<file path="src/rtl/core/rbb_pkg.sv">
`default_nettype none

package rbb_pkg;

  localparam int DEFAULT_MAX_SIZE = 256;
  localparam int IMAGE_DIM_RESET  = 256;
  localparam int DIM_BITS         = 9;
  localparam int CFG_INDEX_W      = 2;
  localparam int PIXEL_BITS       = 24;
  localparam int COLSUM_W         = 10;
  localparam int SUM_W            = 12;

  localparam logic [CFG_INDEX_W-1:0] REG_IMAGE_WIDTH  = 2'd0;
  localparam logic [CFG_INDEX_W-1:0] REG_IMAGE_HEIGHT = 2'd1;

  localparam logic KIND_PIXEL = 1'b0;
  localparam logic KIND_DRAIN = 1'b1;

  localparam logic [15:0] RECIP_NINE = 16'd7282;

  typedef struct packed {
    logic [7:0] blue;
    logic [7:0] green;
    logic [7:0] red;
  } pixel_t;

  typedef struct packed {
    logic [COLSUM_W-1:0] blue;
    logic [COLSUM_W-1:0] green;
    logic [COLSUM_W-1:0] red;
  } colsum_t;

  typedef struct packed {
    logic [SUM_W-1:0] blue;
    logic [SUM_W-1:0] green;
    logic [SUM_W-1:0] red;
  } sum_t;

  typedef enum logic [1:0] {
    OP_LOAD,
    OP_SHIFT,
    OP_FINAL
  } col_op_t;

  typedef struct packed {
    logic    valid;
    logic    emit;
    logic    last;
    col_op_t op;
  } col_ctl_t;

  // sum is at most 9 * 255, so the reciprocal error never reaches one
  function automatic logic [7:0] div9(input logic [SUM_W-1:0] s);
    logic [SUM_W+15:0] p;
    p = {16'd0, s} * {{SUM_W{1'b0}}, RECIP_NINE};
    return p[23:16];
  endfunction

endpackage

`default_nettype wire

</file>
<file path="src/rtl/core/rbb_window.sv">
`default_nettype none

module rbb_window (
  input  wire logic              clk,
  input  wire logic              rst,
  input  wire logic              adv,
  input  wire rbb_pkg::col_ctl_t ctl,
  input  wire rbb_pkg::colsum_t  col,
  output logic                   sum_valid,
  output logic                   sum_last,
  output rbb_pkg::sum_t          sum
);

  import rbb_pkg::*;

  col_ctl_t ctl_q;
  colsum_t  col_q;
  colsum_t  cs_old;
  colsum_t  cs_new;
  colsum_t  third;
  sum_t     sum_next;

  always_comb begin
    third = (ctl_q.op == OP_SHIFT) ? col_q : cs_new;
    sum_next.red   = SUM_W'(cs_old.red) + SUM_W'(cs_new.red) + SUM_W'(third.red);
    sum_next.green = SUM_W'(cs_old.green) + SUM_W'(cs_new.green) + SUM_W'(third.green);
    sum_next.blue  = SUM_W'(cs_old.blue) + SUM_W'(cs_new.blue) + SUM_W'(third.blue);
  end

  always_ff @(posedge clk) begin
    if (rst) begin
      ctl_q.valid <= 1'b0;
      sum_valid   <= 1'b0;
    end else if (adv) begin
      ctl_q     <= ctl;
      col_q     <= col;
      sum_valid <= ctl_q.valid && ctl_q.emit;
      sum_last  <= ctl_q.last;
      sum       <= sum_next;
      if (ctl_q.valid) begin
        case (ctl_q.op)
          OP_LOAD: begin
            cs_old <= col_q;
            cs_new <= col_q;
          end
          OP_SHIFT: begin
            cs_old <= cs_new;
            cs_new <= col_q;
          end
          default: begin
          end
        endcase
      end
    end
  end

endmodule

`default_nettype wire

</file>
<file path="config.mk">
export PLATFORM = sky130hd
export DESIGN_NAME = rbb_window
export DESIGN_NICKNAME = d
export VERILOG_FILES = /design/src/rtl/core/rbb_pkg.sv /design/src/rtl/core/rbb_window.sv
export SDC_FILE = /design/constraint.sdc
export NUM_CORES = 1
export LEC_CHECK = 0
export BUFFER_PORTS_ARGS = -buffer_cell sky130_fd_sc_hd__buf_2
export CAP_MARGIN = 10
export CELL_PAD_IN_SITES_DETAIL_PLACEMENT = 1
export CELL_PAD_IN_SITES_GLOBAL_PLACEMENT = 1
export CORE_MARGIN = 4
export CORE_UTILIZATION = 48
export CTS_CLUSTER_DIAMETER = 100
export DETAILED_ROUTE_END_ITERATION = 16
export PLACE_DENSITY_LB_ADDON = 0.25
export SYNTH_ARGS = -nofsm -noshare
export SYNTH_HDL_FRONTEND = slang
export SYNTH_SLANG_ARGS = --single-unit
</file>
<file path="constraint.sdc">
create_clock -name clk -period 6.5 [get_ports clk]
set_input_delay 0.325 -clock clk [delete_from_list [all_inputs] [get_ports clk]]
set_output_delay 0.325 -clock clk [all_outputs]
set_load 0.01 [all_outputs]
</file>
**After elaboration in Yosys (flattened, before gate mapping)**

Cells that the tools add are included.

- Register bits after elaboration: 133
- Input port bits: 38
- Word-level logic and storage cells: 35

- Add/subtract/negate cells: 6
- Equality and inequality tests: 1
- Multiplexer cells: 2
- Bitwise operators: 1
- Reduce and logical (&&, ||, !) cells: 7

Operators by type and width:

| cell | count |
|---|---|
| $pmux 30 s2 | 1 |
| $add 11x10->12 | 3 |
| $add 10x10->11 | 3 |
| $mux 30 | 1 |
| $reduce_and 4->1 | 2 |
| $eq 2x1->1 const B | 1 |
| $logic_not 2->1 | 1 |
| $reduce_and 2->1 | 1 |
| $reduce_bool 2->1 | 1 |
| $reduce_or 2->1 | 1 |
| $logic_and 1x1->1 | 1 |
| $not 1->1 | 1 |

**Longest topological paths before layout**

- Depth in word-level cells: 3
- Depth in mapped cells: 15
- Depth with buffers taken out: 13

**Least setup slack after synthesis**

No wires, ideal clock.

- Kind: in2reg
- From: input rst
- To: register cs_new[0] (netlist name) (enable)
- Setup time: 424 ps
- Arrival time: 5369 ps
- Path slack: 706 ps
- Stages on the path: 2
- Path buffers: 0
- Cell sequence: nor2b_1 and3b_1

- Longest elaborated chain between the ends: 2

RTL lines:

| item | line | RTL |
|---|---|---|
| start: declaration | rbb_window.sv:5 | `input wire logic rst,` |
| $not 1->1 (no source line) | - |  |
| $reduce_and 4->1 (no source line) | - |  |
| end signal: assignment | rbb_window.sv:44 | `cs_new <= col_q;` |
| end signal: assignment | rbb_window.sv:48 | `cs_new <= col_q;` |
| end: declaration | rbb_window.sv:19 | `colsum_t cs_new;` |

Every way passes these cells.
A chain may end at the register's enable or synchronous reset.

==> flow_summary.toml <==
[layout]
multi_input_area_mm2 = 0.00248
register_area_mm2 = 0.00397
syn_to_final_growth_pct = 17.4
final_layout_size_suffix_gt1_share_pct = 18.8
diodes = 0
nNetsFinal = 714
fill_cells = 1407

[timing]
worstMarginPinSlew_ps = 950
skew_ps = 7.64
setup_viol = 0
whs_ps = 73.1
max_slew_margin_pct = 36.7
finalMaxSlewViolations = 0
clock.fmax_ghz = 0.253
tns_ps = 0
fin_crit_sh_pct = 60.7
rsz0062_at_grt = "no"
period_needed_ps = 3950
finalHoldViolations = 0

[grt]
grt_use_met2_pct = 33.3
grt_antenna_before_repair = 0
grt.total_usage_pct = 18.7
met1_usage_pct = 21.2
grt_pass1_vias = 4675
grt-ovfl-total = 0
grt_pass1_wl_mm = 23.0
busiest_layer = "met2"
grt_util_met3_pct = 5.80
grt_max_degree = 73

[synthesis]
ys_seq_area_share_pct = 59.8
synthTopCellsByArea = "edfxtp_1, fa_1, nand2_1"
synth_top_cell_area_share_pct = 59.2
yosysUniqueCellTypes = 42
async_flop_share_pct = 0
syn_inst = 534
syn-num-nets = 632
synth-edff-count = 131
postSynthAreaPerCell_um2 = 12.4
synthFlopType = "edfxtp_1"
yosysMostFrequentCell = "nand2_1"
ys_ff_latch = 133
synth_largest_area_cell = "edfxtp_1"
yosysWarnings = 0
synth.cell_area_mm2 = 0.00665
yosys-top-cells-count = "nand2_1, edfxtp_1, inv_1"

[pwr]
max-vdd-ir-drop_v = 0.000231
p_leak_nw = 3.26
p_per_area_mw_per_mm2 = 285

[clocking]
clkLatencyLatePin_ps = 430
cts_hold_buffers = 0
cts_sinks = 133
clk_path_buf_depth = 2
postCtsSetupRepairBufs = 0
cts_tree = "yes"
cts_resized = 0
root_buffer = "clkbuf_16"
cts_buffers = 17
path_clk_slew_ps = 50
cts.htree.levels = 4

[floorplan]
die_w_um = 126
coreArea_mm2 = 0.0134
dieHeight_um = 126
fp-row-count = 42
dieArea_mm2 = 0.0158
ios = 76
start_util_pct = 49.6

[routing]
vias = 4111
wire_per_inst_um = 16.9
dr.pass1.iters = 4
drtIter0Drc = 182
via_per_inst = 5.12
drc = 0
wirelength_mm = 13.6
ant_nets = 0

[setup_path]
cp.required_ps = 6660
end_kind = "flip-flop"
cp.arrival_ps = 4110
start_kind = "flip-flop"
cp_max_fo = 37
worst-setup-path-type = "flip-flop to flip-flop"

[outcome]
outcome = "complete, no violations"

[place]
globalplace.congestion = 0.753
io_buffers = 75
dp_hpwl_mm = 8.94

[flow_run]
drv_cap = 0

[worst_hold_path]
hold_class = "primary input to flip-flop"
==> logic make-up (layout without fill, tap and decap cells) <==
logic type | after synthesis | after routing | synth area share (%)
buffers and inverters | 57 | 150 | 3.22
flip-flops | 133 | 133 | 59.8
AND/OR/NAND/NOR | 201 | 201 | 12.7
AO/OA/AOI/OAI | 59 | 59 | 6.12
XOR/XNOR | 22 | 22 | 2.90
multiplexers | 2 | 2 | 0.301
adder cells (fa/ha/maj) | 60 | 60 | 15.0
==> worst paths after layout <==
path | start | to | slack, ps | depth (start not counted)
hold reg to reg | ctl_q[2]$_DFFE_PP_ | sum_last$_DFFE_PP_ | 420 | 0
setup reg to reg | ctl_q[1]$_DFFE_PP_ | sum[7]$_DFFE_PP_ | 2560 | 14
setup / recovery | ctl_q[1]$_DFFE_PP_ | sum[7]$_DFFE_PP_ | 2560 | 14
hold / removal | col[28] | col_q[28]$_DFFE_PP_ | 70 | 1
==> cell usage in the layout, fill, tap and decap left out, drive strengths merged, types with 6 or more instances in the layout <==
master and n:
xnor2 17, a21o 6, buf 79, and3 7
ha 27, fa 33, nand2 159, o21ai 15
a21oi 21, inv 41, clkbuf 19, clkinv 7
nor2 12, edfxtp 131
==> final cells by class <==
| type | instances | area share (%) |
|---|---|---|
| well taps | 176 | 2.82 |
| inverters | 41 | 1.97 |
| multi-input cells | 344 | 31.8 |
| clock buffers | 19 | 5.55 |
| repair buffers | 79 | 5.20 |
| clock inverters | 11 | 1.75 |
| flip-flops and latches | 133 | 50.9 |
==> stage by stage <==
step | util (%) | worst slack (ps) | std cells | cell area [um2] | power [mW]
after floorplan | - | 706 | 534 | 6650 | 1.22
after global placement | 54.0 | 2780 | 773 | 7230 | 1.28
after detailed placement | 54.0 | 2610 | 773 | 7230 | 1.30
after CTS | 58.2 | 2510 | 803 | 7800 | 2.25
after global routing | 58.2 | 2270 | 803 | 7800 | 2.32
final | 58.2 | 2560 | 803 | 7800 | 2.22
==> routing by layer <==
layer | wire length [um] | part of all wire (%)
met5 | 0 | 0
met4 | 256 | 1.9
met3 | 552 | 4.1
met2 | 7310 | 54
met1 | 5450 | 40
==> flip-flops by register name, indices dropped and copies added, names as in the netlist <==
signal,count
sum_last,1
ctl_q,5
cs_new,30
col_q,30
sum_valid,1
sum,36
cs_old,30
==> where the power goes <==
part	total, mW	internal (mW)	switching, mW
logic	0.263	0.110	0.154
clock network	0.936	0.593	0.343
registers	1.02	1.00	0.0197
==> critical path, cell delays in order (launching register included) <==
cell and delay (ps):
edfxtp_1 440, nor2b_4 490, buf_4 460, nor2_1 80, a21oi_1 160, fa_1 440
inv_1 70, ha_1 160, inv_1 60, fa_1 400, nor2b_1 140, o21ai_0 110
nand2b_1 160, a2111oi_0 120, or3b_1 390
No activity file was read; power rests on OpenSTA's default activity.
